File: src/rtl/bspe_pkg.sv
// Shared types, codes and reset values of the bounded simple path enumerator.
package bspe_pkg;

    localparam int MAX_VERTICES_DEF   = 16;
    localparam int MAX_PATH_EDGES_DEF = 8;

    // Request codes.
    localparam logic [1:0] OP_SET_EDGE = 2'd0;
    localparam logic [1:0] OP_CLR_EDGE = 2'd1;
    localparam logic [1:0] OP_RESTART  = 2'd2;
    localparam logic [1:0] OP_NEXT     = 2'd3;

    // Configuration register indexes.
    localparam logic [1:0] REG_VERTEX_COUNT = 2'd0;
    localparam logic [1:0] REG_START_VERTEX = 2'd1;
    localparam logic [1:0] REG_MIN_LENGTH   = 2'd2;
    localparam logic [1:0] REG_MAX_LENGTH   = 2'd3;

    localparam logic [4:0] VERTEX_COUNT_RST = 5'd16;
    localparam logic [3:0] START_VERTEX_RST = 4'd0;
    localparam logic [3:0] MIN_LENGTH_RST   = 4'd0;
    localparam logic [3:0] MAX_LENGTH_RST   = 4'd8;

    typedef struct packed {
        logic [1:0] opcode;
        logic [3:0] from_vertex;
        logic [3:0] to_vertex;
    } cmd_item_t;

    typedef struct packed {
        logic [3:0] vertex;
        logic [3:0] position;
        logic       found;
        logic       last;
    } res_item_t;

    // Commands from the controller to the datapath.
    typedef struct packed {
        logic latch_in;
        logic adj_from;
        logic edge_wr;
        logic restart;
        logic init;
        logic scan;
        logic pop;
        logic path_pop;
        logic pop_ld;
        logic k_clr;
        logic k_inc;
        logic emit_ld;
        logic exh_ld;
    } dp_cmd_t;

    // Status from the datapath to the controller.
    typedef struct packed {
        logic [1:0] opcode;
        logic       edge_ok;
        logic       start_ok;
        logic       in_window;
        logic       depth_lt_max;
        logic       cursor_end;
        logic       hit;
        logic       depth_zero;
        logic       k_last;
    } dp_status_t;

endpackage

File: src/rtl/bspe_datapath.sv
// Datapath: configuration, adjacency memory, path stack, walk registers and result register.
module bspe_datapath #(
    parameter int MAX_VERTICES   = bspe_pkg::MAX_VERTICES_DEF,
    parameter int MAX_PATH_EDGES = bspe_pkg::MAX_PATH_EDGES_DEF
) (
    input  logic                  clk,
    input  logic                  rst_n,
    input  logic                  cfg_we,
    input  logic [1:0]            cfg_index,
    input  logic [4:0]            cfg_data,
    input  bspe_pkg::cmd_item_t   cmd,
    input  bspe_pkg::dp_cmd_t     dc,
    output bspe_pkg::dp_status_t  ds,
    output bspe_pkg::res_item_t   res
);
    import bspe_pkg::*;

    localparam int VW     = $clog2(MAX_VERTICES);
    localparam int CW     = $clog2(MAX_VERTICES + 1);
    localparam int DW     = $clog2(MAX_PATH_EDGES + 1);
    localparam int PDEPTH = MAX_PATH_EDGES + 1;

    logic [4:0] vcount_reg;
    logic [3:0] start_reg;
    logic [3:0] minlen_reg;
    logic [3:0] maxlen_reg;

    logic [3:0] from_reg;
    logic [3:0] to_reg;
    logic       clr_reg;

    logic [MAX_VERTICES-1:0] adj_mem [MAX_VERTICES];
    logic [MAX_VERTICES-1:0] row_valid_reg;
    logic [MAX_VERTICES-1:0] adj_rd_reg;
    logic                    adj_rd_valid_reg;
    logic [VW-1:0]           adj_addr;
    logic [MAX_VERTICES-1:0] row;
    logic [MAX_VERTICES-1:0] to_mask;
    logic [MAX_VERTICES-1:0] row_new;

    logic [VW-1:0] path_mem [PDEPTH];
    logic [CW-1:0] cur_mem [PDEPTH];
    logic [DW-1:0] path_addr;
    logic [VW-1:0] path_rd_reg;
    logic [CW-1:0] cur_rd_reg;

    logic [DW-1:0]           depth_reg, depth_next;
    logic [MAX_VERTICES-1:0] visited_reg, visited_next;
    logic [DW-1:0]           k_reg, k_next;
    logic [VW-1:0]           cur_u_reg, cur_u_next;
    logic [CW-1:0]           cursor_reg, cursor_next;

    logic [CW-1:0]           nv;
    logic [DW-1:0]           effmax;
    logic [VW-1:0]           cur_idx;
    logic [MAX_VERTICES-1:0] cur_mask;
    logic [MAX_VERTICES-1:0] u_mask;
    logic [MAX_VERTICES-1:0] start_mask;
    logic                    push;
    logic                    step;
    logic                    cursor_end;
    logic                    hit;
    logic                    k_last;
    res_item_t               res_reg;
    res_item_t               emit_word;

    always_ff @(posedge clk or negedge rst_n) begin
        if (!rst_n) begin
            vcount_reg <= VERTEX_COUNT_RST;
            start_reg  <= START_VERTEX_RST;
            minlen_reg <= MIN_LENGTH_RST;
            maxlen_reg <= MAX_LENGTH_RST;
        end
        else if (cfg_we) begin
            unique case (cfg_index)
                REG_VERTEX_COUNT: vcount_reg <= cfg_data;
                REG_START_VERTEX: start_reg  <= cfg_data[3:0];
                REG_MIN_LENGTH:   minlen_reg <= cfg_data[3:0];
                REG_MAX_LENGTH:   maxlen_reg <= cfg_data[3:0];
            endcase
        end
    end

    always_comb begin
        if (int'(vcount_reg) > MAX_VERTICES) begin
            nv = CW'(MAX_VERTICES);
        end
        else begin
            nv = CW'(vcount_reg);
        end
        if (int'(maxlen_reg) > MAX_PATH_EDGES) begin
            effmax = DW'(MAX_PATH_EDGES);
        end
        else begin
            effmax = DW'(maxlen_reg);
        end
    end

    always_ff @(posedge clk) begin
        if (dc.latch_in) begin
            from_reg <= cmd.from_vertex;
            to_reg   <= cmd.to_vertex;
            clr_reg  <= (cmd.opcode == OP_CLR_EDGE);
        end
    end

    // Rows never written read as empty through their valid bit.
    assign adj_addr = dc.adj_from ? VW'(from_reg) : cur_u_reg;
    assign row      = adj_rd_valid_reg ? adj_rd_reg : '0;

    always_comb begin
        to_mask              = '0;
        to_mask[VW'(to_reg)] = 1'b1;
        row_new              = clr_reg ? (row & ~to_mask) : (row | to_mask);
    end

    always_ff @(posedge clk) begin
        adj_rd_reg       <= adj_mem[adj_addr];
        adj_rd_valid_reg <= row_valid_reg[adj_addr];
        if (dc.edge_wr) begin
            adj_mem[VW'(from_reg)] <= row_new;
        end
    end

    always_ff @(posedge clk or negedge rst_n) begin
        if (!rst_n) begin
            row_valid_reg <= '0;
        end
        else if (dc.edge_wr) begin
            row_valid_reg[VW'(from_reg)] <= 1'b1;
        end
    end

    // Path stack: entry d holds the vertex at depth d of the path and its resume cursor.
    assign path_addr = dc.path_pop ? (depth_reg - DW'(1)) : k_reg;

    always_ff @(posedge clk) begin
        path_rd_reg <= path_mem[path_addr];
        cur_rd_reg  <= cur_mem[path_addr];
        if (push) begin
            path_mem[depth_reg] <= cur_u_reg;
            cur_mem[depth_reg]  <= cursor_reg + CW'(1);
        end
    end

    assign cur_idx    = cursor_reg[VW-1:0];
    assign cursor_end = (cursor_reg >= nv);
    assign hit        = !cursor_end && row[cur_idx] && !visited_reg[cur_idx];
    assign push       = dc.scan && hit;
    assign step       = dc.scan && !hit && !cursor_end;
    assign k_last     = (k_reg == depth_reg);

    always_comb begin
        cur_mask                   = '0;
        cur_mask[cur_idx]          = 1'b1;
        u_mask                     = '0;
        u_mask[cur_u_reg]          = 1'b1;
        start_mask                 = '0;
        start_mask[VW'(start_reg)] = 1'b1;
    end

    always_comb begin
        depth_next   = depth_reg;
        visited_next = visited_reg;
        cur_u_next   = cur_u_reg;
        cursor_next  = cursor_reg;
        k_next       = k_reg;
        if (dc.restart) begin
            depth_next   = '0;
            visited_next = '0;
        end
        else if (dc.init) begin
            depth_next   = '0;
            cur_u_next   = VW'(start_reg);
            cursor_next  = '0;
            visited_next = start_mask;
        end
        else if (push) begin
            depth_next   = depth_reg + DW'(1);
            cur_u_next   = cur_idx;
            cursor_next  = '0;
            visited_next = visited_reg | cur_mask;
        end
        else if (step) begin
            cursor_next = cursor_reg + CW'(1);
        end
        else if (dc.pop) begin
            visited_next = visited_reg & ~u_mask;
            depth_next   = depth_reg - DW'(1);
        end
        else if (dc.pop_ld) begin
            cur_u_next  = path_rd_reg;
            cursor_next = cur_rd_reg;
        end
        if (dc.k_clr) begin
            k_next = '0;
        end
        else if (dc.k_inc) begin
            k_next = k_reg + DW'(1);
        end
    end

    always_ff @(posedge clk or negedge rst_n) begin
        if (!rst_n) begin
            depth_reg   <= '0;
            visited_reg <= '0;
            k_reg       <= '0;
        end
        else begin
            depth_reg   <= depth_next;
            visited_reg <= visited_next;
            k_reg       <= k_next;
        end
    end

    always_ff @(posedge clk) begin
        cur_u_reg  <= cur_u_next;
        cursor_reg <= cursor_next;
    end

    // The top of the path lives in cur_u_reg, the rest comes from the stack.
    assign emit_word = '{vertex:   4'(k_last ? cur_u_reg : path_rd_reg),
                         position: 4'(k_reg),
                         found:    1'b1,
                         last:     k_last};

    always_ff @(posedge clk) begin
        if (dc.emit_ld) begin
            res_reg <= emit_word;
        end
        else if (dc.exh_ld) begin
            res_reg <= '{vertex: 4'd0, position: 4'd0, found: 1'b0, last: 1'b1};
        end
    end

    assign res = res_reg;

    always_comb begin
        ds.opcode       = cmd.opcode;
        ds.edge_ok      = (int'(cmd.from_vertex) < MAX_VERTICES)
                          && (int'(cmd.to_vertex) < MAX_VERTICES);
        ds.start_ok     = (int'(start_reg) < int'(nv)) && (int'(minlen_reg) <= int'(effmax));
        ds.in_window    = (int'(depth_reg) >= int'(minlen_reg)) && (depth_reg <= effmax);
        ds.depth_lt_max = (depth_reg < effmax);
        ds.cursor_end   = cursor_end;
        ds.hit          = hit;
        ds.depth_zero   = (depth_reg == '0);
        ds.k_last       = k_last;
    end

endmodule

File: src/rtl/bspe_ctrl.sv
// Controller: sequences edge edits, the depth-first walk and the emission of result words.
module bspe_ctrl (
    input  logic                 clk,
    input  logic                 rst_n,
    input  logic                 cmd_valid,
    output logic                 cmd_stall,
    output logic                 res_valid,
    input  logic                 res_stall,
    input  bspe_pkg::dp_status_t ds,
    output bspe_pkg::dp_cmd_t    dc
);
    import bspe_pkg::*;

    typedef enum logic [10:0] {
        S_IDLE    = 11'b000_0000_0001,
        S_EDGE_RD = 11'b000_0000_0010,
        S_EDGE_WR = 11'b000_0000_0100,
        S_CHECK   = 11'b000_0000_1000,
        S_ROW     = 11'b000_0001_0000,
        S_SCAN    = 11'b000_0010_0000,
        S_POP     = 11'b000_0100_0000,
        S_POP_LD  = 11'b000_1000_0000,
        S_EMIT_RD = 11'b001_0000_0000,
        S_EMIT_LD = 11'b010_0000_0000,
        S_EXH     = 11'b100_0000_0000
    } state_t;

    typedef enum logic [2:0] {
        PH_IDLE = 3'b001,
        PH_WALK = 3'b010,
        PH_DONE = 3'b100
    } phase_t;

    state_t state_reg, state_next;
    phase_t phase_reg, phase_next;
    logic   res_valid_reg, res_valid_next;
    logic   accept;
    logic   out_free;
    logic   res_load;

    assign cmd_stall = (state_reg != S_IDLE);
    assign accept    = cmd_valid && !cmd_stall;
    assign out_free  = !res_valid_reg || !res_stall;
    assign res_valid = res_valid_reg;

    always_comb begin
        state_next = state_reg;
        phase_next = phase_reg;
        dc         = '0;
        res_load   = 1'b0;
        unique case (state_reg)
            S_IDLE: begin
                if (accept) begin
                    dc.latch_in = 1'b1;
                    unique case (ds.opcode)
                        OP_SET_EDGE, OP_CLR_EDGE: begin
                            if (ds.edge_ok) begin
                                state_next = S_EDGE_RD;
                            end
                        end
                        OP_RESTART: begin
                            dc.restart = 1'b1;
                            phase_next = PH_IDLE;
                        end
                        OP_NEXT: begin
                            unique case (phase_reg)
                                PH_IDLE: begin
                                    if (ds.start_ok) begin
                                        dc.init    = 1'b1;
                                        phase_next = PH_WALK;
                                        state_next = S_CHECK;
                                    end
                                    else begin
                                        phase_next = PH_DONE;
                                        state_next = S_EXH;
                                    end
                                end
                                PH_WALK: state_next = S_ROW;
                                PH_DONE: state_next = S_EXH;
                                default: state_next = S_EXH;
                            endcase
                        end
                    endcase
                end
            end
            S_EDGE_RD: begin
                dc.adj_from = 1'b1;
                state_next  = S_EDGE_WR;
            end
            S_EDGE_WR: begin
                dc.adj_from = 1'b1;
                dc.edge_wr  = 1'b1;
                state_next  = S_IDLE;
            end
            S_CHECK: begin
                if (ds.in_window) begin
                    dc.k_clr   = 1'b1;
                    state_next = S_EMIT_RD;
                end
                else begin
                    state_next = S_ROW;
                end
            end
            S_ROW: begin
                // The row of the top vertex is fetched here and seen in the scan.
                state_next = ds.depth_lt_max ? S_SCAN : S_POP;
            end
            S_SCAN: begin
                dc.scan = 1'b1;
                if (ds.cursor_end) begin
                    state_next = S_POP;
                end
                else if (ds.hit) begin
                    state_next = S_CHECK;
                end
            end
            S_POP: begin
                if (ds.depth_zero) begin
                    phase_next = PH_DONE;
                    state_next = S_EXH;
                end
                else begin
                    dc.pop      = 1'b1;
                    dc.path_pop = 1'b1;
                    state_next  = S_POP_LD;
                end
            end
            S_POP_LD: begin
                dc.pop_ld  = 1'b1;
                state_next = S_ROW;
            end
            S_EMIT_RD: begin
                state_next = S_EMIT_LD;
            end
            S_EMIT_LD: begin
                if (out_free) begin
                    dc.emit_ld = 1'b1;
                    res_load   = 1'b1;
                    if (ds.k_last) begin
                        state_next = S_IDLE;
                    end
                    else begin
                        dc.k_inc   = 1'b1;
                        state_next = S_EMIT_RD;
                    end
                end
            end
            S_EXH: begin
                if (out_free) begin
                    dc.exh_ld  = 1'b1;
                    res_load   = 1'b1;
                    state_next = S_IDLE;
                end
            end
            default: state_next = S_IDLE;
        endcase
    end

    always_comb begin
        if (res_load) begin
            res_valid_next = 1'b1;
        end
        else if (res_valid_reg && !res_stall) begin
            res_valid_next = 1'b0;
        end
        else begin
            res_valid_next = res_valid_reg;
        end
    end

    always_ff @(posedge clk or negedge rst_n) begin
        if (!rst_n) begin
            state_reg     <= S_IDLE;
            phase_reg     <= PH_IDLE;
            res_valid_reg <= 1'b0;
        end
        else begin
            state_reg     <= state_next;
            phase_reg     <= phase_next;
            res_valid_reg <= res_valid_next;
        end
    end

endmodule

File: src/rtl/bounded_simple_path_enumerator_unit.sv
// Top level of the bounded simple path enumerator: controller, datapath and checks.
//
//   channel  direction  handshake               word
//   cmd      in         cmd_valid / cmd_stall   opcode, from_vertex, to_vertex
//   res      out        res_valid / res_stall   vertex, position, found, last
//   cfg      in         cfg_we                  cfg_index, cfg_data
//
// A restart or an ignored edge stays in idle; an edge edit reads the row, then writes it back.
// A next-path request runs the walk: the neighbor scan tests one adjacency bit per cycle, each
// arrival takes a window check and a row fetch, each backtrack a pop, a stack read and a row
// fetch, and the path words are then emitted in turn.
// Reset clears the adjacency valid bits, the walk and the result valid flag at once.
// A stalled result word holds; the next word waits in the controller until the slot frees.
module bounded_simple_path_enumerator_unit #(
    parameter int MAX_VERTICES   = bspe_pkg::MAX_VERTICES_DEF,
    parameter int MAX_PATH_EDGES = bspe_pkg::MAX_PATH_EDGES_DEF
) (
    input  logic                clk,
    input  logic                rst_n,
    input  logic                cfg_we,
    input  logic [1:0]          cfg_index,
    input  logic [4:0]          cfg_data,
    input  logic                cmd_valid,
    output logic                cmd_stall,
    input  bspe_pkg::cmd_item_t cmd,
    output logic                res_valid,
    input  logic                res_stall,
    output bspe_pkg::res_item_t res
);
    import bspe_pkg::*;

    dp_cmd_t    dc;
    dp_status_t ds;

    bspe_ctrl u_ctrl (
        .clk       (clk),
        .rst_n     (rst_n),
        .cmd_valid (cmd_valid),
        .cmd_stall (cmd_stall),
        .res_valid (res_valid),
        .res_stall (res_stall),
        .ds        (ds),
        .dc        (dc)
    );

    bspe_datapath #(
        .MAX_VERTICES   (MAX_VERTICES),
        .MAX_PATH_EDGES (MAX_PATH_EDGES)
    ) u_dp (
        .clk       (clk),
        .rst_n     (rst_n),
        .cfg_we    (cfg_we),
        .cfg_index (cfg_index),
        .cfg_data  (cfg_data),
        .cmd       (cmd),
        .dc        (dc),
        .ds        (ds),
        .res       (res)
    );

    // An exhausted answer is always a single word.
    a_exhausted_is_last: assert property (@(posedge clk) disable iff (!rst_n)
        res_valid && !res.found |-> res.last)
        else $error("exhausted word without last mark");

    // A path word never sits deeper than the depth limit.
    a_position_bound: assert property (@(posedge clk) disable iff (!rst_n)
        res_valid && res.found |-> int'(res.position) <= MAX_PATH_EDGES)
        else $error("path position beyond depth limit");

    // An accepted next-path request always takes the controller out of idle, so further commands stall.
    a_next_busy: assert property (@(posedge clk) disable iff (!rst_n)
        cmd_valid && !cmd_stall && cmd.opcode == OP_NEXT |=> cmd_stall)
        else $error("next-path request accepted without walking");

    // A loaded result word is presented in the following cycle.
    a_emit_loads: assert property (@(posedge clk) disable iff (!rst_n)
        (dc.emit_ld || dc.exh_ld) |=> res_valid)
        else $error("result word loaded but not presented");

endmodule

File: config.mk
export PLATFORM = sky130hd
export DESIGN_NAME = bounded_simple_path_enumerator_unit
export DESIGN_NICKNAME = d
export VERILOG_FILES = /design/src/rtl/bspe_pkg.sv /design/src/rtl/bspe_datapath.sv /design/src/rtl/bspe_ctrl.sv /design/src/rtl/bounded_simple_path_enumerator_unit.sv
export SDC_FILE = /design/constraint.sdc
export NUM_CORES = 1
export LEC_CHECK = 0
export ABC_AREA = 1
export BUFFER_PORTS_ARGS = -buffer_cell sky130_fd_sc_hd__buf_2
export CAP_MARGIN = 30
export CORE_MARGIN = 5
export CORE_UTILIZATION = 35
export DETAILED_ROUTE_END_ITERATION = 6
export PLACE_DENSITY = 0.46
export SYNTH_ARGS = -nofsm -noshare
export SYNTH_HDL_FRONTEND = slang
export SYNTH_SLANG_ARGS = --single-unit
export TNS_END_PERCENT = 5
File: constraint.sdc
create_clock -name clk -period 4.15 [get_ports clk]
set_input_delay 0.415 -clock clk [delete_from_list [all_inputs] [get_ports clk]]
set_output_delay 0.415 -clock clk [all_outputs]
set_load 0.01 [all_outputs]
==> results.toml, run 1 <==
[critical_path]
worstPathArrival_ns = 3.96
cp_data_required_time_ns = 4.63
cp-endpoint = "u_dp.visited_reg[6]"
r2r-end = "u_dp.visited_reg[6]"
crit_fanout = 21
r2r_cells = 16
r2r-start = "u_dp.vcount_reg[0]"
startpoint = "u_dp.vcount_reg[0]"
crit_path_end_kind = "flop"
r2r_setup_slack_ns = 0.67
crit_type = "flop to flop"
cp-start-kind = "flop"

[detailed_routing]
vias_per_cell = 4.88
vias = 16200
wl_per_cell_um = 19.3
antenna_left = 0
first_pass_iters = 5
drc = 0
routed_wl_um = 64000
drt_iter0_markers = 1139

[layout]
top_regs = "u_dp.adj_mem (256), u_dp.cur_mem (45), u_dp.path_mem (36)"
largest-register = "u_dp.adj_mem"
area_growth_pct = 14.5
largest_reg_flops = 256
drive_above_1_share_pct = 9.84
n_antenna_cell = 0
fin_cells = 3316
finish.net_count = 2488

[die]
io_pins = 34
fp.dieH_um = 261
num_rows = 91
start_util_pct = 35.5
dieWidth_um = 261
fp.dieArea_sq_um = 67900
coreArea_sq_um = 61900

[min_path]
worstHoldPathType = "primary input to flop"

[cts]
clockRootBuffer = "clkbuf_16"
clkTransAtPathRegs_ns = 0.06
cts-buffers-inserted = 52
clk_latency_ns = 0.62
cts_sinks = 463
postCtsSetupBuffers = 0
hold_buffers = 3
htree_levels = 2
cts_buffer_depth = 3
ctsResizeCount = 0
cts_tree = "built"

[synthesis]
ys_ff_latch = 463
synth_async_sr_flop_share_pct = 15.6
ys_seq_area_share_pct = 60.4
synth_area_per_cell_sq_um = 9.34
synth_area_sq_um = 22000
synthCells = 2354
yosys_most_used_dff = "edfxtp_1"
ys_types = 47
ys_warn_count = 0
synth_area_leaders = "edfxtp_1 (50%), nand2_1 (10%), nand3_1 (8.1%)"
synth_edf_count = 364
synth_top_cell_by_area = "edfxtp_1"
netlist.area_leader.share_pct = 49.7
syn_nets = 2406

[timing]
fin_crit_ns = 3.48
worst_pin_slew_ns = 0.954
post-route-period-util_pct = 83.8
finClkSkew_ns = 0.0289
setup_viol_count_final = 0
finalSetupTns_ns = 0
hold_violations = 0
finalMaxSlewViolations = 0
slew_headroom_pct = 36.3
rsz0062_at_grt = "false"
fmax_mhz = 287

[place]
gp_congestion = 0.867
dp_cells = 3216
hpwl_um = 39800
port_buffers = 33

[global_route]
grt_pass1_wl_um = 97000
grt_usage_pct = 18.7
grt_antenna_before_repair = 0
grt_pass1_vias = 15700
grt_overflow = 0
grt_start_max_net_pins = 69

[power]
power_density_nw_per_um2 = 572
p_leak_nw = 11.0
ir_worst_vdd_uv = 313

[run_status]
status = "finished, final reports clean"

[run]
cap_violations = 0
## power by group
group | switching (mW) | total [mW] | internal [mW]
registers | 0.270 | 5.98 | 5.71
logic | 2.68 | 3.78 | 1.09
clock network | 1.90 | 4.64 | 2.73
## kinds of logic (layout without fill, tap and decap cells)
logic type               Yosys count  in the layout  synth area share [%]
AO/OA/AOI/OAI                    187            187                  4.67
adder cells (fa/ha/maj)           30             30                  1.71
buffers and inverters            506            631                  9.38
flip-flops                       463            463                  60.4
AND/OR/NAND/NOR                 1156           1156                  23.4
XOR/XNOR                          12             12                 0.478
## worst max-delay path: stages, from the launching register on
cell and delay (ns):
dfrtp_1 0.39, o41ai_1 0.52, nand2_1 0.17, ha_1 0.34, nand2_1 0.07, nand2_1 0.05
nand3_1 0.06, nand2_1 0.05, nor2_1 0.26, nand2_1 0.11, nor2_2 0.17, nand3_2 0.33
buf_4 0.35, nand3_4 0.21, nor2_4 0.14, nand2_1 0.09, nand2_1 0.06
## worst min path at each step
stage	start	endpoint	depth (start not counted)	slack (ns)
after floorplan	rst_n	u_ctrl.phase_reg[1]	0	0.12
after global placement	u_dp.path_mem[8][2]	u_dp.path_rd_reg[2]	2	0.43
after detailed placement	rst_n	u_dp.minlen_reg[3]	1	0.36
after CTS	cmd[2]	u_dp.to_reg[2]	1	0.01
after global routing	cmd[2]	u_dp.to_reg[2]	1	0.01
final	cmd[3]	u_dp.to_reg[3]	1	0.05
## per-stage QoR
stage	power [mW]	setup slack [ns]	area, sq um	utilization (%)	hold WS [ns]
3_3_place_gp	9.81	0.736	23400	37.7	0.432
3_5_place_dp	9.85	0.683	23400	37.8	0.363
6_report	14.4	0.670	25200	40.6	0.0522
2_1_floorplan	8.50	0.596	22000	-	0.119
4_1_cts	14.6	0.650	25200	40.6	0.0116
5_1_grt	15.2	0.391	25200	40.6	0.0147
## cells in the mapped netlist, types with 3 or more instances
library cell,n
xor2_1,9
nor2_4,5
nand3_1,358
nand3_2,3
clkbuf_1,13
ha_1,30
o21ai_2,3
o21ai_1,26
o21ai_0,87
nor3_1,18
a21oi_1,45
edfxtp_1,364
nor2_1,104
buf_2,40
nor2_2,3
dfrtp_1,68
buf_4,14
dfstp_2,4
nand2_4,6
inv_1,416
buf_6,8
nand4_1,13
nand3b_1,27
inv_2,11
a31oi_1,9
nand2_1,605
nand2_2,7
dfxtp_1,27
xnor2_1,3
o211ai_1,4
## placed cells by master, fill, tap and decap left out, drive strengths merged, types with 18 or more instances in the layout
cell | Yosys | layout
clkinv | 2 | 18
o21ai | 117 | 117
nand3b | 27 | 27
dfxtp | 27 | 27
dfrtp | 68 | 68
nand2 | 618 | 618
buf | 64 | 102
clkbuf | 13 | 74
inv | 427 | 429
ha | 30 | 30
a21oi | 47 | 47
nor2 | 113 | 113
nor3 | 19 | 19
nand3 | 363 | 363
edfxtp | 364 | 364
## area by class of cell
class,instances,area [sq um]
flip-flops and latches,463,13300
fillers,6267,36800
inverters,429,1610
well taps,837,1050
clock inverters,23,264
clock buffers,74,1440
multi-input cells,1385,6720
repair buffers,105,811
## layer usage
layer,GRT usage (%),vias to the layer above,wire length (um),part of all wire (%)
met5,0,-,0,0
met3,2.65,84,2990,4.7
met4,4.96,0,1480,2.3
met1,25.4,7869,28500,45
met2,31.8,362,31000,48
li1,-,7851,-,-
No activity file was read; power rests on OpenSTA's default activity.
==> run 2, diff against run 1 <==
PLACE_DENSITY = 0.48   (was 0.46)
clock period = 3 ns   (was 4.15 ns; I/O delays follow)
==> run 2 against run 1 <==
Effect of this change: via count grew 1.6%; register-to-register slack got worse by 0.47 ns; cell area rose by 2.7%; critical endpoint is now u_dp.path_mem[4][0]; largest power group unchanged.
==> results.toml, run 2 (synthesis gave the netlist of run 1 again) <==
[detailed_routing]
routed_wl_um = 63600
wl_met2_um = 30200
top_layer = "met4"
drc = 0
routed-wl-met3_um = 3190
first_pass_iters = 5
vias_per_cell = 4.88
antenna_left = 0
wl_met1_um = 28500
wl_per_cell_um = 18.9
drt_iter0_markers = 1391
vias = 16400

[min_path]
hold_depth = 3
hold_start = "cfg_data[2]"
hold_path_end = "u_dp.start_reg[2]"
worstHoldPathType = "primary input to flop"

[critical_path]
r2r-start = "u_dp.vcount_reg[3]"
cp-start-kind = "flop"
r2r-end = "u_dp.path_mem[4][0]"
cp_data_required_time_ns = 3.30
r2r_setup_slack_ns = 0.21
r2r_cells = 14
crit_fanout = 9
worstPathArrival_ns = 3.10
crit_path_end_kind = "flop"
crit_type = "flop to flop"

[layout]
n_antenna_cell = 0
area_growth_pct = 17.5
largest_reg_flops = 256
drive_above_1_share_pct = 11.8
fin_cells = 3362
top_regs = "u_dp.adj_mem (256), u_dp.cur_mem (45), u_dp.path_mem (36)"
finish.net_count = 2533
final_cell_mix = "nand2_1 (604), inv_1 (416), edfxtp_1 (364)"
layout_commonest_cell = "nand2_1"
largest-register = "u_dp.adj_mem"
postLayoutCellArea_sq_um = 25800

[global_route]
grt_antenna_before_repair = 0
grt_overflow = 0
grt_usage_pct = 18.5
grt_pass1_vias = 15700
grt_start_max_net_pins = 69
grt_pass1_wl_um = 96200

[place]
dp_cells = 3251
hpwl_um = 40600
port_buffers = 33
gp_congestion = 0.867
placed_cell_area_sq_um = 23900

[die]
fp.dieH_um = 261
start_util_pct = 35.5
num_rows = 91
io_pins = 34
fp.dieArea_sq_um = 67900
coreArea_sq_um = 61900
dieWidth_um = 261

[cts]
cts_buffer_depth = 3
cts_tree = "built"
clockRootBuffer = "clkbuf_16"
clkTransAtPathRegs_ns = 0.06
clk_latency_ns = 0.61
cts-buffers-inserted = 52
cts_sinks = 463
htree_levels = 2

[timing]
rsz0062_at_grt = "true"
finalMaxSlewViolations = 0
finClkSkew_ns = 0.0152
hold_violations = 0
fin_crit_ns = 2.79
holdWs_ns = 0.0382
slew_headroom_pct = 34.1
worst_pin_slew_ns = 0.985
setup_viol_count_final = 0
post-route-period-util_pct = 93.2
fmax_mhz = 358

[run]
cap_violations = 0

[power]
power_density_nw_per_um2 = 783
ir_worst_vdd_uv = 506
power_switching_mw = 6.77
pwr-share-comb_pct = 26.9
p_sw_share_pct = 33.4
power_frac_clock_pct = 32.4
p_leak_nw = 11.3
p_int_mw = 13.5
seq_power_share_pct = 40.7

[run_status]
status = "finished, final reports clean"
run 2: cell type report:
cell class | instances | area (sq um)
Inverter | 429 | 1610
Clock buffer | 71 | 1440
Timing Repair Buffer | 150 | 1330
Multi-Input combinational cell | 1385 | 6820
Sequential cell | 463 | 13300
Fill cell | 6203 | 36100
Tap cell | 837 | 1050
Clock inverter | 27 | 325
run 2: stage by stage:
step / TNS [ns] / power (mW) / setup WS (ns) / utilization, %
after floorplan: 0 / 11.8 / 0.00142 / -
after global routing: -0.0539 / 21.4 / -0.00730 / 41.7
after CTS: 0 / 20.4 / 0.0582 / 41.6
after global placement: 0 / 13.7 / 0.0992 / 38.5
after detailed placement: 0 / 13.8 / 0.0690 / 38.6
final: 0 / 20.2 / 0.205 / 41.7
run 2: worst max path at each step:
stage / startpoint / to / slack, ns / cells past startpoint
4_1_cts: u_dp.vcount_reg[0] / u_dp.cur_mem[6][3] / 0.06 / 14
2_1_floorplan: u_dp.vcount_reg[0] / u_dp.cur_mem[8][0] / 0.001 / 13
5_1_grt: u_dp.vcount_reg[3] / u_dp.path_mem[4][3] / -0.007 / 14
3_3_place_gp: u_dp.vcount_reg[0] / u_dp.cur_mem[6][3] / 0.1 / 14
6_report: u_dp.vcount_reg[3] / u_dp.path_mem[4][0] / 0.21 / 14
3_5_place_dp: u_dp.vcount_reg[0] / u_dp.path_mem[7][0] / 0.07 / 14
run 2: timing repair:
action,CTS,global route
gates resized for setup,0,13
endpoints found under the setup margin,0,120
hold buffers,11,0
setup buffers,0,2
endpoints found under the hold margin,80,0
run 2: power by group through the flow:
stage / clock (mW) / sequential, mW / combinational (mW)
2_1_floorplan: 0 / 8.26 / 3.52
3_3_place_gp: 0 / 8.37 / 5.36
3_5_place_dp: 0 / 8.36 / 5.41
4_1_cts: 6.73 / 8.24 / 5.44
5_1_grt: 7.02 / 8.29 / 6.08
6_report: 6.56 / 8.24 / 5.44
run 2: critical path, cell delays in order (launching register included):
cell	delay, ns
dfrtp_1	0.42
o41ai_4	0.41
nand2_2	0.11
ha_1	0.32
nand2_1	0.07
nand2_1	0.04
nand3_1	0.06
nand2_1	0.05
nor2_1	0.14
nand2_1	0.11
nor2_4	0.12
nand3_4	0.13
buf_6	0.20
nor3_2	0.14
buf_6	0.17
run 2: routing by layer:
layer  vias up  global-route usage, %
li1       7939                      -
met1      7920                   25.3
met2       452                   31.1
met3       107                   2.45
met4         0                   5.24
met5         -                      0
